## src/hw/rtl/dmerb_pkg.sv

```systemverilog
// Package: command codes, result layout and H-bridge drive function for the motor register bank.
`timescale 1ns / 1ps

package dmerb_pkg;

  localparam int COUNT_WIDTH_DEFAULT = 16;
  localparam int DATA_W              = 16;
  localparam int SPEED_W             = 8;
  localparam int MODE_W              = 5;
  localparam int S_TDATA_W           = 24;
  localparam int M_TDATA_W           = 40;

  localparam logic [SPEED_W-1:0] SPEED_MAG_MASK = 8'h7f;
  localparam logic [SPEED_W-1:0] SPEED_SIGN     = 8'h80;
  localparam logic [SPEED_W-1:0] FULL_DUTY      = 8'hff;

  typedef enum logic [MODE_W-1:0] {
    CMD_GET_LED       = 5'd0,
    CMD_SET_LED       = 5'd1,
    CMD_GET_ENC1      = 5'd2,
    CMD_SET_ENC1      = 5'd3,
    CMD_GET_ENC2      = 5'd4,
    CMD_SET_ENC2      = 5'd5,
    CMD_CLEAR_ENC     = 5'd6,
    CMD_LATCH_ENC     = 5'd7,
    CMD_GET_MOTOR1    = 5'd8,
    CMD_SET_MOTOR1    = 5'd9,
    CMD_GET_MOTOR2    = 5'd10,
    CMD_SET_MOTOR2    = 5'd11,
    CMD_GET_M1_REV    = 5'd12,
    CMD_SET_M1_REV    = 5'd13,
    CMD_GET_M2_REV    = 5'd14,
    CMD_SET_M2_REV    = 5'd15,
    CMD_GET_E1_REV    = 5'd16,
    CMD_SET_E1_REV    = 5'd17,
    CMD_GET_E2_REV    = 5'd18,
    CMD_SET_E2_REV    = 5'd19,
    CMD_GET_SWAP      = 5'd20,
    CMD_SET_SWAP      = 5'd21
  } cmd_e;

  // One H-bridge: direction pins and PWM duty.
  typedef struct packed {
    logic               in1;
    logic               in2;
    logic [SPEED_W-1:0] duty;
  } bridge_t;

  // One result, everything the output channel carries.
  typedef struct packed {
    logic              read_valid;
    logic [DATA_W-1:0] read_data;
    logic              led_level;
    bridge_t           bridge_a;
    bridge_t           bridge_b;
  } result_t;

  // Signed speed byte to pins and duty; -128 gives full duty.
  function automatic bridge_t drive_bridge(input logic [SPEED_W-1:0] s, input logic rev);
    bridge_t            b;
    logic               neg;
    logic               pos;
    logic [SPEED_W-1:0] mag;
    neg = s[SPEED_W-1];
    pos = !neg && (s != '0);
    if ((pos && rev) || (neg && !rev)) begin
      b.in1 = 1'b1;
      b.in2 = 1'b0;
    end else if ((s & SPEED_MAG_MASK) == '0) begin
      b.in1 = 1'b0;
      b.in2 = 1'b0;
    end else begin
      b.in1 = 1'b0;
      b.in2 = 1'b1;
    end
    mag = neg ? (SPEED_W'(0) - s) : s;
    b.duty = {mag[SPEED_W-2:0], 1'b0};
    if (s == SPEED_SIGN) begin
      b.duty = FULL_DUTY;
    end
    return b;
  endfunction

endpackage

```

## src/hw/rtl/dual_motor_encoder_register_bank_core.sv

```systemverilog
// Top level: dual motor / encoder register bank with stream request and result channels.
`timescale 1ns / 1ps

// Register bank for two motors and two encoders. Each request on the slave channel carries a
// command code (tuser) plus a write value and an execute bit (tdata); it is decoded, applied
// to the registers and answered by exactly one result on the master channel, in order. A
// result always shows the LED level and both H-bridge pin/duty settings after the request, plus
// read data for get commands (read_valid in tuser). Requests with execute low, unknown codes and
// set commands give read_valid 0 and read_data 0. Encoder accesses follow the channel swap flag
// and are negated by the per-encoder reverse flags; counts are COUNT_WIDTH bits and reads return
// the low 16 bits. Rate: one request per clock while tready is high; a result is registered
// in the result register, or in the skid entry while that register is held. Requests keep
// flowing while a result waits; tready drops only once both are full.
module dual_motor_encoder_register_bank_core #(
  parameter int COUNT_WIDTH = dmerb_pkg::COUNT_WIDTH_DEFAULT
) (
  input  logic                            clk,
  input  logic                            rst,
  input  logic                            s_axis_tvalid,
  output logic                            s_axis_tready,
  // [15:0] write_data, [16] execute, [23:17] zero
  input  logic [dmerb_pkg::S_TDATA_W-1:0] s_axis_tdata,
  // [4:0] mode
  input  logic [dmerb_pkg::MODE_W-1:0]    s_axis_tuser,
  output logic                            m_axis_tvalid,
  input  logic                            m_axis_tready,
  // [15:0] read_data, [16] led_level, [17] bridge_a_in1, [18] bridge_a_in2,
  // [26:19] bridge_a_duty, [27] bridge_b_in1, [28] bridge_b_in2,
  // [36:29] bridge_b_duty, [39:37] zero
  output logic [dmerb_pkg::M_TDATA_W-1:0] m_axis_tdata,
  // [0] read_valid
  output logic                            m_axis_tuser
);

  localparam int DW    = dmerb_pkg::DATA_W;
  localparam int SW    = dmerb_pkg::SPEED_W;
  // Wide enough for both a 16-bit read and a COUNT_WIDTH count.
  localparam int EXT_W = (COUNT_WIDTH > DW) ? COUNT_WIDTH : DW;

  // Request fields
  logic [dmerb_pkg::MODE_W-1:0] mode;
  logic signed [DW-1:0]         write_data;
  logic                         execute;
  logic                         flag;
  logic                         accept;

  assign mode       = s_axis_tuser;
  assign write_data = s_axis_tdata[DW-1:0];
  assign execute    = s_axis_tdata[DW];
  assign flag       = (write_data != '0);
  assign accept     = s_axis_tvalid && s_axis_tready;

  // Bank state
  logic                   led_bit,           led_bit_next;
  logic [COUNT_WIDTH-1:0] count_store_a,     count_store_a_next;
  logic [COUNT_WIDTH-1:0] count_store_b,     count_store_b_next;
  logic [SW-1:0]          speed_one,         speed_one_next;
  logic [SW-1:0]          speed_two,         speed_two_next;
  logic                   motor_one_reverse, motor_one_reverse_next;
  logic                   motor_two_reverse, motor_two_reverse_next;
  logic                   count_one_reverse, count_one_reverse_next;
  logic                   count_two_reverse, count_two_reverse_next;
  logic                   channel_swap,      channel_swap_next;
  dmerb_pkg::bridge_t     bridge_a,          bridge_a_next;
  dmerb_pkg::bridge_t     bridge_b,          bridge_b_next;

  // Output stage: result register plus skid entry
  dmerb_pkg::result_t res_next;
  dmerb_pkg::result_t out_res;
  dmerb_pkg::result_t skid_res;
  logic               out_valid;
  logic               skid_valid;

  // Decode helpers
  logic [EXT_W-1:0]       wd_ext;
  logic [COUNT_WIDTH-1:0] wd_count;
  logic [COUNT_WIDTH-1:0] enc1_raw;
  logic [COUNT_WIDTH-1:0] enc2_raw;
  logic [COUNT_WIDTH-1:0] enc1_rd;
  logic [COUNT_WIDTH-1:0] enc2_rd;
  logic [COUNT_WIDTH-1:0] enc1_wr;
  logic [COUNT_WIDTH-1:0] enc2_wr;
  logic [EXT_W-1:0]       enc1_rd_ext;
  logic [EXT_W-1:0]       enc2_rd_ext;
  dmerb_pkg::bridge_t     drive1;
  dmerb_pkg::bridge_t     drive2;

  always_comb begin
    // write value sign extended, then cut to count width
    wd_ext   = EXT_W'(write_data);
    wd_count = wd_ext[COUNT_WIDTH-1:0];

    // encoder 1 sits on store b when swapped
    enc1_raw = channel_swap ? count_store_b : count_store_a;
    enc2_raw = channel_swap ? count_store_a : count_store_b;
    enc1_rd  = count_one_reverse ? (COUNT_WIDTH'(0) - enc1_raw) : enc1_raw;
    enc2_rd  = count_two_reverse ? (COUNT_WIDTH'(0) - enc2_raw) : enc2_raw;
    enc1_wr  = count_one_reverse ? (COUNT_WIDTH'(0) - wd_count) : wd_count;
    enc2_wr  = count_two_reverse ? (COUNT_WIDTH'(0) - wd_count) : wd_count;
    // counts read back zero extended, low 16 bits
    enc1_rd_ext = EXT_W'(enc1_rd);
    enc2_rd_ext = EXT_W'(enc2_rd);

    drive1 = dmerb_pkg::drive_bridge(write_data[SW-1:0], motor_one_reverse);
    drive2 = dmerb_pkg::drive_bridge(write_data[SW-1:0], motor_two_reverse);
  end

  always_comb begin
    led_bit_next           = led_bit;
    count_store_a_next     = count_store_a;
    count_store_b_next     = count_store_b;
    speed_one_next         = speed_one;
    speed_two_next         = speed_two;
    motor_one_reverse_next = motor_one_reverse;
    motor_two_reverse_next = motor_two_reverse;
    count_one_reverse_next = count_one_reverse;
    count_two_reverse_next = count_two_reverse;
    channel_swap_next      = channel_swap;
    bridge_a_next          = bridge_a;
    bridge_b_next          = bridge_b;
    res_next.read_valid    = 1'b0;
    res_next.read_data     = '0;

    if (execute) begin
      case (dmerb_pkg::cmd_e'(mode))
        dmerb_pkg::CMD_GET_LED: begin
          res_next.read_valid = 1'b1;
          res_next.read_data  = DW'(led_bit);
        end
        dmerb_pkg::CMD_SET_LED: led_bit_next = flag;
        dmerb_pkg::CMD_GET_ENC1: begin
          res_next.read_valid = 1'b1;
          res_next.read_data  = enc1_rd_ext[DW-1:0];
        end
        dmerb_pkg::CMD_SET_ENC1: begin
          if (channel_swap) count_store_b_next = enc1_wr;
          else              count_store_a_next = enc1_wr;
        end
        dmerb_pkg::CMD_GET_ENC2: begin
          res_next.read_valid = 1'b1;
          res_next.read_data  = enc2_rd_ext[DW-1:0];
        end
        dmerb_pkg::CMD_SET_ENC2: begin
          if (channel_swap) count_store_a_next = enc2_wr;
          else              count_store_b_next = enc2_wr;
        end
        dmerb_pkg::CMD_CLEAR_ENC: begin
          count_store_a_next = '0;
          count_store_b_next = '0;
        end
        dmerb_pkg::CMD_LATCH_ENC: ;
        dmerb_pkg::CMD_GET_MOTOR1: begin
          res_next.read_valid = 1'b1;
          res_next.read_data  = DW'(signed'(speed_one));
        end
        dmerb_pkg::CMD_SET_MOTOR1: begin
          speed_one_next = write_data[SW-1:0];
          if (channel_swap) bridge_b_next = drive1;
          else              bridge_a_next = drive1;
        end
        dmerb_pkg::CMD_GET_MOTOR2: begin
          res_next.read_valid = 1'b1;
          res_next.read_data  = DW'(signed'(speed_two));
        end
        dmerb_pkg::CMD_SET_MOTOR2: begin
          speed_two_next = write_data[SW-1:0];
          if (channel_swap) bridge_a_next = drive2;
          else              bridge_b_next = drive2;
        end
        dmerb_pkg::CMD_GET_M1_REV: begin
          res_next.read_valid = 1'b1;
          res_next.read_data  = DW'(motor_one_reverse);
        end
        dmerb_pkg::CMD_SET_M1_REV: motor_one_reverse_next = flag;
        dmerb_pkg::CMD_GET_M2_REV: begin
          res_next.read_valid = 1'b1;
          res_next.read_data  = DW'(motor_two_reverse);
        end
        dmerb_pkg::CMD_SET_M2_REV: motor_two_reverse_next = flag;
        dmerb_pkg::CMD_GET_E1_REV: begin
          res_next.read_valid = 1'b1;
          res_next.read_data  = DW'(count_one_reverse);
        end
        dmerb_pkg::CMD_SET_E1_REV: count_one_reverse_next = flag;
        dmerb_pkg::CMD_GET_E2_REV: begin
          res_next.read_valid = 1'b1;
          res_next.read_data  = DW'(count_two_reverse);
        end
        dmerb_pkg::CMD_SET_E2_REV: count_two_reverse_next = flag;
        dmerb_pkg::CMD_GET_SWAP: begin
          res_next.read_valid = 1'b1;
          res_next.read_data  = DW'(channel_swap);
        end
        dmerb_pkg::CMD_SET_SWAP: channel_swap_next = flag;
        default: ;  // unknown code: no effect
      endcase
    end

    // result shows levels after this request
    res_next.led_level = led_bit_next;
    res_next.bridge_a  = bridge_a_next;
    res_next.bridge_b  = bridge_b_next;
  end

  // State updates only on an accepted request
  always_ff @(posedge clk) begin
    if (rst) begin
      led_bit           <= 1'b1;
      count_store_a     <= '0;
      count_store_b     <= '0;
      speed_one         <= '0;
      speed_two         <= '0;
      motor_one_reverse <= 1'b1;
      motor_two_reverse <= 1'b1;
      count_one_reverse <= 1'b0;
      count_two_reverse <= 1'b0;
      channel_swap      <= 1'b1;
      bridge_a          <= '0;
      bridge_b          <= '0;
    end else if (accept) begin
      led_bit           <= led_bit_next;
      count_store_a     <= count_store_a_next;
      count_store_b     <= count_store_b_next;
      speed_one         <= speed_one_next;
      speed_two         <= speed_two_next;
      motor_one_reverse <= motor_one_reverse_next;
      motor_two_reverse <= motor_two_reverse_next;
      count_one_reverse <= count_one_reverse_next;
      count_two_reverse <= count_two_reverse_next;
      channel_swap      <= channel_swap_next;
      bridge_a          <= bridge_a_next;
      bridge_b          <= bridge_b_next;
    end
  end

  // Result register with one skid entry; skid drains first to keep order
  assign s_axis_tready = !skid_valid;

  always_ff @(posedge clk) begin
    if (rst) begin
      out_valid  <= 1'b0;
      skid_valid <= 1'b0;
    end else if (!out_valid || m_axis_tready) begin
      if (skid_valid) begin
        out_valid  <= 1'b1;
        skid_valid <= 1'b0;
      end else begin
        out_valid <= accept;
      end
    end else if (accept) begin
      skid_valid <= 1'b1;
    end
  end

  always_ff @(posedge clk) begin
    if (!out_valid || m_axis_tready) begin
      if (skid_valid) begin
        out_res <= skid_res;
      end else if (accept) begin
        out_res <= res_next;
      end
    end else if (accept) begin
      skid_res <= res_next;
    end
  end

  assign m_axis_tvalid = out_valid;
  assign m_axis_tuser  = out_res.read_valid;
  assign m_axis_tdata  = {3'b000,
                          out_res.bridge_b.duty, out_res.bridge_b.in2, out_res.bridge_b.in1,
                          out_res.bridge_a.duty, out_res.bridge_a.in2, out_res.bridge_a.in1,
                          out_res.led_level, out_res.read_data};

  // Skid entry is only ever used behind a full result register
  assert property (@(posedge clk) disable iff (rst) skid_valid |-> out_valid)
    else $error("skid entry holds a result while the result register is empty");

  // A request taken while the result waits must land in the skid entry
  assert property (@(posedge clk) disable iff (rst)
    (accept && out_valid && !m_axis_tready) |=> skid_valid)
    else $error("request accepted under backpressure was not captured");

  // A bridge is never driven with both direction pins high
  assert property (@(posedge clk) disable iff (rst)
    !(bridge_a.in1 && bridge_a.in2) && !(bridge_b.in1 && bridge_b.in2))
    else $error("H-bridge direction pins both high");

  // A request with execute low leaves the bank untouched
  assert property (@(posedge clk) disable iff (rst)
    (accept && !execute) |=> ($stable(count_store_a) && $stable(count_store_b) &&
                              $stable(channel_swap) && $stable(led_bit)))
    else $error("non-executed request changed bank state");

endmodule
```

## config.mk

```make
export PLATFORM = sky130hd
export DESIGN_NAME = dual_motor_encoder_register_bank_core
export DESIGN_NICKNAME = d
export VERILOG_FILES = /design/src/hw/rtl/dmerb_pkg.sv /design/src/hw/rtl/dual_motor_encoder_register_bank_core.sv
export SDC_FILE = /design/constraint.sdc
export NUM_CORES = 1
export LEC_CHECK = 0
export BUFFER_PORTS_ARGS = -buffer_cell sky130_fd_sc_hd__buf_2
export CORE_MARGIN = 2
export CORE_UTILIZATION = 28
export DETAILED_ROUTE_END_ITERATION = 8
export PLACE_DENSITY_LB_ADDON = 0.05
export SLEW_MARGIN = 15
export SYNTH_ARGS = -nofsm -noshare
export SYNTH_HDL_FRONTEND = slang
export SYNTH_SLANG_ARGS = --single-unit
```

## constraint.sdc

```tcl
create_clock -name clk -period 3.5 [get_ports clk]
set_clock_uncertainty 0.2 [all_clocks]
set_input_delay 0.875 -clock clk [delete_from_list [all_inputs] [get_ports clk]]
set_output_delay 0.875 -clock clk [all_outputs]
set_load 0.01 [all_outputs]
```

==> Implementation_results.wiki, run 1 <==
{| class="wikitable"
! Metric !! Value
|-
| Result of the run || finished, final reports clean
|-
| Number of remaining DRC errors || 0
|-
| Cell count after placement || 1413
|-
| Synth Area in Compound Gates || a little under a fifth
|-
| Clock network fraction of total power || roughly 45%
|-
| Startpoint of the worst-slack reg-to-reg timing path || channel_swap$_SDFFE_PP1P_
|-
| # rows || between 60 and 70
|-
| Mapped Area || about 0.0087 mm^2
|-
| Post-route antenna net violation count || 0
|-
| Number of antenna violations at the first check in global routing || 0
|-
| Area fraction of the dominant cell type after synthesis || between 20% and 30%
|-
| Post-route fraction of the period consumed by the critical path || between 80 and 90%
|-
| Switching power || between 1 and 1.5 mW
|-
| Multiplexer area fraction after synthesis || 10.02%
|-
| Global-route wire length before repair || about 43 mm
|-
| Clock tree from TritonCTS || built
|-
| Setup slack of the worst register-to-register path || between 0.4 and 0.5 ns
|-
| Peak VDD IR || roughly 0.35 mV
|-
| Internal Power || 3.103 mW
|-
| Number of diodes || 0
|-
| Sinks on the clock net || ~150
|-
| CTS max path bufs || 2
|-
| Area contributors post-synth || sky130_fd_sc_hd__edfxtp_1 26%, sky130_fd_sc_hd__dfxtp_1 17%, sky130_fd_sc_hd__mux2i_1 6.4%, sky130_fd_sc_hd__nor2_1 4.6%, sky130_fd_sc_hd__nand2_1 4.3%
|-
| Area enclosed by the die boundary || 0.03266 mm^2
|-
| Post-Route Setup TNS || 0 ns
|-
| Synthesized-area fraction occupied by and/or/nand/nor cells || about 20%
|-
| Clock latency at the later pin of the worst-skew pair || 0.44 ns
|-
| Startpoint type of the worst setup path || flip-flop
|-
| Final-report hold violation count || 0
|-
| GRT Overall Usage || 16.83%
|-
| Worst-Margin Slew || ~0.62 ns
|-
| Capture point of the critical path || m_axis_tdata[12]$_DFFE_PP_
|-
| Number of I/O pins || 76
|-
| Setup violators final || 0
|-
| Via count of the first global-routing pass || between 7000 and 8000
|-
| Buffer count from post-CTS setup fixing || 0
|-
| H-tree levels || 4
|-
| RSZ-0062 raised after global routing || false
|-
| Top FF cell, synth || sky130_fd_sc_hd__edfxtp_1
|-
| Ratio of total power to cell area || 404.7 mW/mm^2
|-
| Reg clk slew, reported paths || 0.07 ns
|-
| Cell area after layout || 0.01035 mm^2
|-
| Reported max-cap violation count || 0
|-
| Net count reported at finish || roughly 1100
|-
| Critical path data required time || ~3.5 ns
|-
| Pins over their slew limit || 0
|-
| Count leader, synth || sky130_fd_sc_hd__nor2_1
|-
| Count of distinct cell types in the synthesized netlist || between 80 and 90
|-
| Critical path launch point || channel_swap$_SDFFE_PP1P_
|-
| Filler-free cell count of the finished design || roughly 1400
|-
| Share of the yosys chip area belonging to registers || around 44%
|-
| Total Wirelength || between 20 and 30 mm
|-
| Number of buffers created by CTS || 17
|-
| Final critical delay including setup and external delays || just over 3 ns
|-
| Global placement routability congestion || 0.7761
|-
| Number of warnings issued by yosys || 0
|-
| Synth Instances || about 960
|-
| Post-Syn Area per Cell || roughly 9.1 um^2
|-
| Share of power burned in registers || 46.1%
|-
| Average wire length per cell after detail routing || between 15 and 20 um
|-
| Final HPWL from detailed placement || roughly 20 mm
|-
| Sum of overflow across all layers after global routing || 0
|-
| Die height || 180.7 um
|-
| Class of the tightest hold or removal check || flip-flop to flip-flop
|-
| Horiz. Die Dim || about 180 um
|-
| Multi-input gate area in the final layout || 0.004543 mm^2
|-
| Placement Setup Slack || 0.08006 ns
|-
| Classification of the worst setup path || flip-flop to flip-flop
|-
| Worst Path Max Fanout || 7
|-
| Combinational Power Share || 9.1%
|-
| Share of post-route cells with drive strength above 1 || around a fifth
|-
| Initial detailed-routing violation count || roughly 550
|-
| Pwr Total || roughly 4.2 mW
|-
| Switching part of the total power || between 20 and 30%
|-
| Area of placed instances || 0.009752 mm^2
|-
| Synthesized-area fraction occupied by adder cells || 0.4293%
|-
| Worst hold margin || around 0.25 ns
|-
| Leakage || between 3 and 4 nW
|-
| Flops & latches, synth || ~150
|-
| Number of flops mapped to enable cells by yosys || 76
|-
| Slew headroom || between 50% and 60%
|-
| Placeable core region || a little over 0.03 mm^2
|-
| Vias per cell || 5.027
|-
| Dominant combinational cell family by area after synthesis || simple AND/OR/NAND/NOR gates
|-
| Number of buffers inserted by port buffering || between 60 and 70
|-
| Detailed Routing Iterations Pass 1 || 5
|-
| Maximum number of pins on one net before global-route repair || 39
|-
| Vias after detailed routing || just over 7000
|-
| Arrival time worst endpoint || roughly 3.0 ns
|-
| Xor/xnor share of the synthesized area || about 2.7%
|-
| Endpoint class of the critical path || flip-flop
|-
| Syn-to-layout area delta || 18.39%
|-
| Cell count of the worst reg-to-reg path || 9
|-
| Commonest cells in the netlist || 107 x sky130_fd_sc_hd__nor2_1, 100 x sky130_fd_sc_hd__nand2_1, 76 x sky130_fd_sc_hd__dfxtp_1, 76 x sky130_fd_sc_hd__edfxtp_1, 66 x sky130_fd_sc_hd__a21oi_1
|-
| R2r endpoint || m_axis_tdata[12]$_DFFE_PP_
|-
| F_max || 0.3251 GHz
|-
| Final Util || approximately a third
|-
| Share of synthesized flip-flops with an asynchronous set or reset || 0%
|-
| Count of filler cells inserted in the layout || about 3200
|-
| Root cell of the clock tree || sky130_fd_sc_hd__clkbuf_16
|-
| FF/Latch Area || about 0.0038 mm^2
|-
| Final Worst Setup Slack || approximately 0.42 ns
|-
| Initial standard-cell utilization of the core || between 20% and 30%
|-
| Synth area leader || sky130_fd_sc_hd__edfxtp_1
|}
==> power by group through the flow <==
stage          registers [mW]  logic (mW)  clock network, mW
6_report                 1.93       0.379               1.88
5_1_grt                  1.93       0.419               2.01
4_1_cts                  1.93       0.385               1.94
3_5_place_dp             1.97       0.383                  0
3_3_place_gp             1.97       0.386                  0
2_1_floorplan            1.98       0.202                  0
==> worst min path at each step <==
stage,endpoint,start,cells after the start,slack [ns]
after floorplan,bridge_b[4]$_SDFFE_PP0P_,bridge_b[4]$_SDFFE_PP0P_,2,0.23
after global placement,bridge_b[5]$_SDFFE_PP0P_,bridge_b[5]$_SDFFE_PP0P_,2,0.24
after detailed placement,bridge_b[5]$_SDFFE_PP0P_,bridge_b[5]$_SDFFE_PP0P_,2,0.25
after CTS,speed_one[5]$_SDFFE_PP0P_,speed_one[5]$_SDFFE_PP0P_,2,0.26
after global routing,speed_one[6]$_SDFFE_PP0P_,speed_one[6]$_SDFFE_PP0P_,2,0.28
final,bridge_b[5]$_SDFFE_PP0P_,bridge_b[5]$_SDFFE_PP0P_,2,0.25
==> worst max-delay path: stages, from the launching register on <==
cell                       delay [ns]
sky130_fd_sc_hd__dfxtp_4         0.40
sky130_fd_sc_hd__mux2i_1         0.31
sky130_fd_sc_hd__ha_1            0.24
sky130_fd_sc_hd__nor4b_1         0.41
sky130_fd_sc_hd__o22ai_1         0.25
sky130_fd_sc_hd__nor2_1          0.19
sky130_fd_sc_hd__a21oi_1         0.11
sky130_fd_sc_hd__xnor2_1         0.16
sky130_fd_sc_hd__a221oi_1        0.39
sky130_fd_sc_hd__o21ai_0         0.15
==> state kept, by name (all words and copies together), names as in the netlist, 8 cells and up <==
name,flops
speed_two,8
count_store_b,16
bridge_a,10
count_store_a,16
m_axis_tdata,37
bridge_b,10
speed_one,8
skid_res,38
==> cell families after synthesis <==
kind of cell             after synthesis
AO/OA/AOI/OAI                        242
XOR/XNOR                              27
adder cells (fa/ha/maj)                3
buffers and inverters                 89
flip-flops                           152
multiplexers                          84
other                                  1
AND/OR/NAND/NOR                      364
==> per-layer routing <==
| layer | part of all wire, % | vias up | track usage, % |
|---|---|---|---|
| li1 | - | 3681 | - |
| met2 | 41 | 161 | 23.38 |
| met4 | 0.98 | 0 | 3.903 |
| met5 | 0 | - | 0 |
| met1 | 54 | 3404 | 26.36 |
| met3 | 4.2 | 18 | 3.265 |
==> final cells by class <==
| type | instances | share of cell area (%) |
|---|---|---|
| Timing Repair Buffer | 131 | 8.413 |
| Inverter | 11 | 0.3989 |
| Multi-Input combinational cell | 723 | 43.89 |
| Clock inverter | 13 | 1.245 |
| Clock buffer | 19 | 4.484 |
| Sequential cell | 152 | 36.78 |
| Tap cell | 396 | 4.787 |
==> placed cells by master, fill, tap and decap left out, drive strengths merged, types with 5 or more instances in the layout <==
cell type,instances
a22o,14
o31ai,11
nand2,102
o221ai,6
a31oi,8
mux2,28
xor2,13
o21ai,57
or2,6
a211oi,28
dfxtp,76
a22oi,9
inv,18
or3,10
nor3b,8
a221oi,7
nor4,11
buf,131
nor3,39
and3,6
nor2,110
xnor2,14
edfxtp,76
nand2b,17
nand3,27
clkbuf,19
and2,5
mux2i,56
o22ai,6
a21oi,67
nor2b,6
==> timing repair <==
| action | 4_1_cts | 5_1_grt |
|---|---|---|
| setup endpoints to repair | 0 | 1 |
| resized for setup | 0 | 1 |
| hold buffers | 0 | 0 |
Power figures use the tool's default switching activity.
==> inputs of run 2 (changes only) <==
- clock period: 3.5 -> 2.8 ns (I/O delays scaled with it)
==> run 2 against run 1 <==
Against the previous run: global-route usage increased by 0.27 points; via count increased by 3.7%; highest routed layer unchanged; critical endpoint is now m_axis_tdata[14]$_DFFE_PP_; non-clock buffer count rose by 84; worst hold slack about the same; utilization increased by 3.0 points; critical path type unchanged; sequential power is 25% higher.
==> Implementation_results.wiki, run 2 (synthesis gave the netlist of run 1 again) <==
{| class="wikitable"
! Metric !! Value
|-
| Slowest stage delay, CP || 0.45 ns (+0.04 ns)
|-
| Endpoint class of the critical path || flip-flop
|-
| Startpoint type of the worst setup path || flip-flop
|-
| Cells along the critical path || mux2i_4 > ha_4 > nor4bb_4 > o21ai_1 > o31ai_1 > xnor2_1 > nand2_1 > a31oi_2 > mux2_4
|-
| Reg clk slew, reported paths || 0.06 ns (about the same)
|-
| Count of filler cells inserted in the layout || 3192 (-1.5%)
|-
| Worst-Margin Slew || 0.9084 ns (+0.2871 ns)
|-
| Net count reported at finish || 1156 (+7.8%)
|-
| Final-report hold violation count || 0 (unchanged)
|-
| Number of antenna violations at the first check in global routing || 0 (unchanged)
|-
| Leakage || 4.375 nW (+12%)
|-
| Initial detailed-routing violation count || 392 (-28%)
|-
| Sum of overflow across all layers after global routing || 0 (unchanged)
|-
| Clock tree from TritonCTS || built
|-
| Root cell of the clock tree || sky130_fd_sc_hd__clkbuf_16
|-
| Share of post-route cells with drive strength above 1 || 29.13% (+8.1 points)
|-
| Number of buffers inserted by port buffering || 65 (unchanged)
|-
| Startpoint of the worst-slack reg-to-reg timing path || channel_swap$_SDFFE_PP1P_
|-
| Arrival time worst endpoint || 2.72 ns (-0.32 ns)
|-
| Number of flip-flops in the largest register || 38 (unchanged)
|-
| Global placement routability congestion || 0.8005 (+3.1%)
|-
| # rows || 64 (unchanged)
|-
| Classification of the worst setup path || flip-flop to flip-flop
|-
| Worst hold margin || 0.2545 ns (-0.0001890 ns)
|-
| Filler-free cell count of the finished design || 1529 (+5.8%)
|-
| Syn-to-layout area delta || 28.88%
|-
| Endpoint of the worst hold-timing path || speed_one[7]$_SDFFE_PP0P_
|-
| Final critical delay including setup and external delays || 2.737 ns (-0.3392 ns)
|-
| Number of buffers created by CTS || 17 (unchanged)
|-
| Cell area after layout || 0.01127 mm^2 (+8.9%)
|-
| Pwr Total || 5.373 mW (+28%)
|-
| Pins over their slew limit || 0 (unchanged)
|-
| Initial standard-cell utilization of the core || 28.51% (unchanged)
|-
| Die height || 180.7 um (unchanged)
|-
| Average wire length per cell after detail routing || 18.05 um (-3.1%)
|-
| CTS max path bufs || 2 (unchanged)
|-
| Horiz. Die Dim || 180.7 um (unchanged)
|-
| Peak VDD IR || 0.4267 mV (+21%)
|-
| Area enclosed by the die boundary || 0.03266 mm^2 (unchanged)
|-
| Slowest cell on crit path || sky130_fd_sc_hd__dfxtp_4
|-
| Number of cells on the worst hold path || 2 (unchanged)
|-
| Number of diodes || 0 (unchanged)
|-
| Setup slack of the worst register-to-register path || 0.06 ns (-0.36 ns)
|-
| Cell count after placement || 1497 (+5.9%)
|-
| Maximum number of pins on one net before global-route repair || 70 (+79%)
|-
| Slew headroom || 39.44% (-18 points)
|-
| Setup violators final || 0 (unchanged)
|-
| GRT Overall Usage || 17.10% (+0.27 points)
|-
| Most common library cell in the layout ignoring fill and taps || sky130_fd_sc_hd__buf_4
|-
| RSZ-0062 raised after global routing || true
|-
| Via count of the first global-routing pass || 7307 (+3.8%)
|-
| Critical hold path startpoint || speed_one[7]$_SDFFE_PP0P_
|-
| Number of I/O pins || 76 (unchanged)
|-
| Clock latency at the later pin of the worst-skew pair || 0.43 ns (about the same)
|-
| Number of buffers added to fix hold violations after cts || 0 (unchanged)
|-
| Result of the run || finished, final reports clean
|-
| F_max || 0.3653 GHz (+12%)
|-
| Number of remaining DRC errors || 0 (unchanged)
|-
| Reported max-cap violation count || 0 (unchanged)
|-
| R2r endpoint || m_axis_tdata[14]$_DFFE_PP_
|-
| H-tree levels || 4 (unchanged)
|-
| Post-route fraction of the period consumed by the critical path || 97.76% (+9.9 points)
|-
| Final HPWL from detailed placement || 20.91 mm (+4.8%)
|-
| Worst Path Max Fanout || 8 (+1)
|-
| Sinks on the clock net || 152 (unchanged)
|-
| Ratio of total power to cell area || 476.8 mW/mm^2 (+18%)
|-
| Area of placed instances || 0.01054 mm^2 (+8.1%)
|-
| Top register by number of flip-flops || skid_res
|-
| Global-route wire length before repair || 43.54 mm (+1.7%)
|-
| Class of the tightest hold or removal check || flip-flop to flip-flop
|-
| Most frequent cells in the layout || 140 x sky130_fd_sc_hd__buf_4, 105 x sky130_fd_sc_hd__nor2_1, 100 x sky130_fd_sc_hd__nand2_1, 76 x sky130_fd_sc_hd__edfxtp_1, 75 x sky130_fd_sc_hd__dfxtp_1
|-
| Cell count of the worst reg-to-reg path || 9 (unchanged)
|-
| Placeable core region || 0.03067 mm^2 (unchanged)
|-
| Total Wirelength || 27.59 mm (+2.5%)
|-
| Critical path data required time || 2.78 ns (-0.69 ns)
|-
| Vias per cell || 4.929 (-2.0%)
|-
| Post-route antenna net violation count || 0 (unchanged)
|-
| Detailed Routing Iterations Pass 1 || 5 (unchanged)
|-
| Vias after detailed routing || 7536 (+3.7%)
|}
run 2: cell types whose count changed in the layout (fill, tap and decap cells not counted), moves of 3 or more:
cell,change
sky130_fd_sc_hd__o21ai_0,-5
sky130_fd_sc_hd__o21ai_1,+4
sky130_fd_sc_hd__buf_4,+78
sky130_fd_sc_hd__mux2i_2,+3
sky130_fd_sc_hd__buf_12,+4
sky130_fd_sc_hd__mux2i_1,-5
sky130_fd_sc_hd__inv_6,-3
run 2: stage by stage:
stage          util (%)  setup WS, ns  TNS [ns]
2_1_floorplan         -      -0.06606   -0.3347
3_3_place_gp      34.37       -0.3337    -9.277
3_5_place_dp      34.37       -0.3469    -9.848
4_1_cts           36.53     0.0007263         0
5_1_grt           36.74      -0.07057   -0.1421
6_report          36.74       0.06273         0
run 2: worst max path at each step:
stage / from / end / slack, ns / cells after the start
after floorplan: channel_swap$_SDFFE_PP1P_ / m_axis_tdata[14]$_DFFE_PP_ / -0.07 / 13
after global placement: s_axis_tdata[1] / m_axis_tdata[34]$_DFFE_PP_ / -0.33 / 9
after detailed placement: s_axis_tdata[1] / m_axis_tdata[34]$_DFFE_PP_ / -0.35 / 9
after CTS: channel_swap$_SDFFE_PP1P_ / m_axis_tdata[14]$_DFFE_PP_ / 0.0007 / 9
after global routing: channel_swap$_SDFFE_PP1P_ / m_axis_tdata[14]$_DFFE_PP_ / -0.07 / 9
final: channel_swap$_SDFFE_PP1P_ / m_axis_tdata[14]$_DFFE_PP_ / 0.06 / 9
run 2: cell type report:
cell class	count	area [um^2]	area share, %
multi-input cells	723	4735	42.02
clock inverters	13	167.7	1.488
well taps	396	495.5	4.397
repair buffers	215	1559	13.84
inverters	11	61.31	0.5441
clock buffers	19	442.9	3.931
flip-flops and latches	152	3807	33.79
run 2: routing by layer:
layer  routed length (um)  GRT usage [%]  vias up
met2                11950          24.99      114
met4                  209          3.839        0
li1                     -              -     3848
met1                14630          26.31     3561
met3                  804          2.540       13
met5                    0              0        -
run 2: what timing repair did:
action | CTS | global route
endpoints found under the hold margin | 0 | 0
gates resized for setup | 8 | 16
pin swaps | 5 | 13
endpoints found under the setup margin | 6 | 14
setup buffers | 1 | 0
run 2: report_power, final:
group	total [mW]	leakage, nW	switching (mW)	internal, mW
clock network	2.42	0.291	0.984	1.44
logic	0.543	2.74	0.327	0.217
registers	2.41	1.35	0.0211	2.39
run 2: critical path, delay by kind of cell (launching register included):
kind	cells	cell delay, ns
flops	1	0.45
compound gates	3	0.54
mux	2	0.58
simple gates	2	0.37
xor+xnor	1	0.16
fa+ha+maj	1	0.18
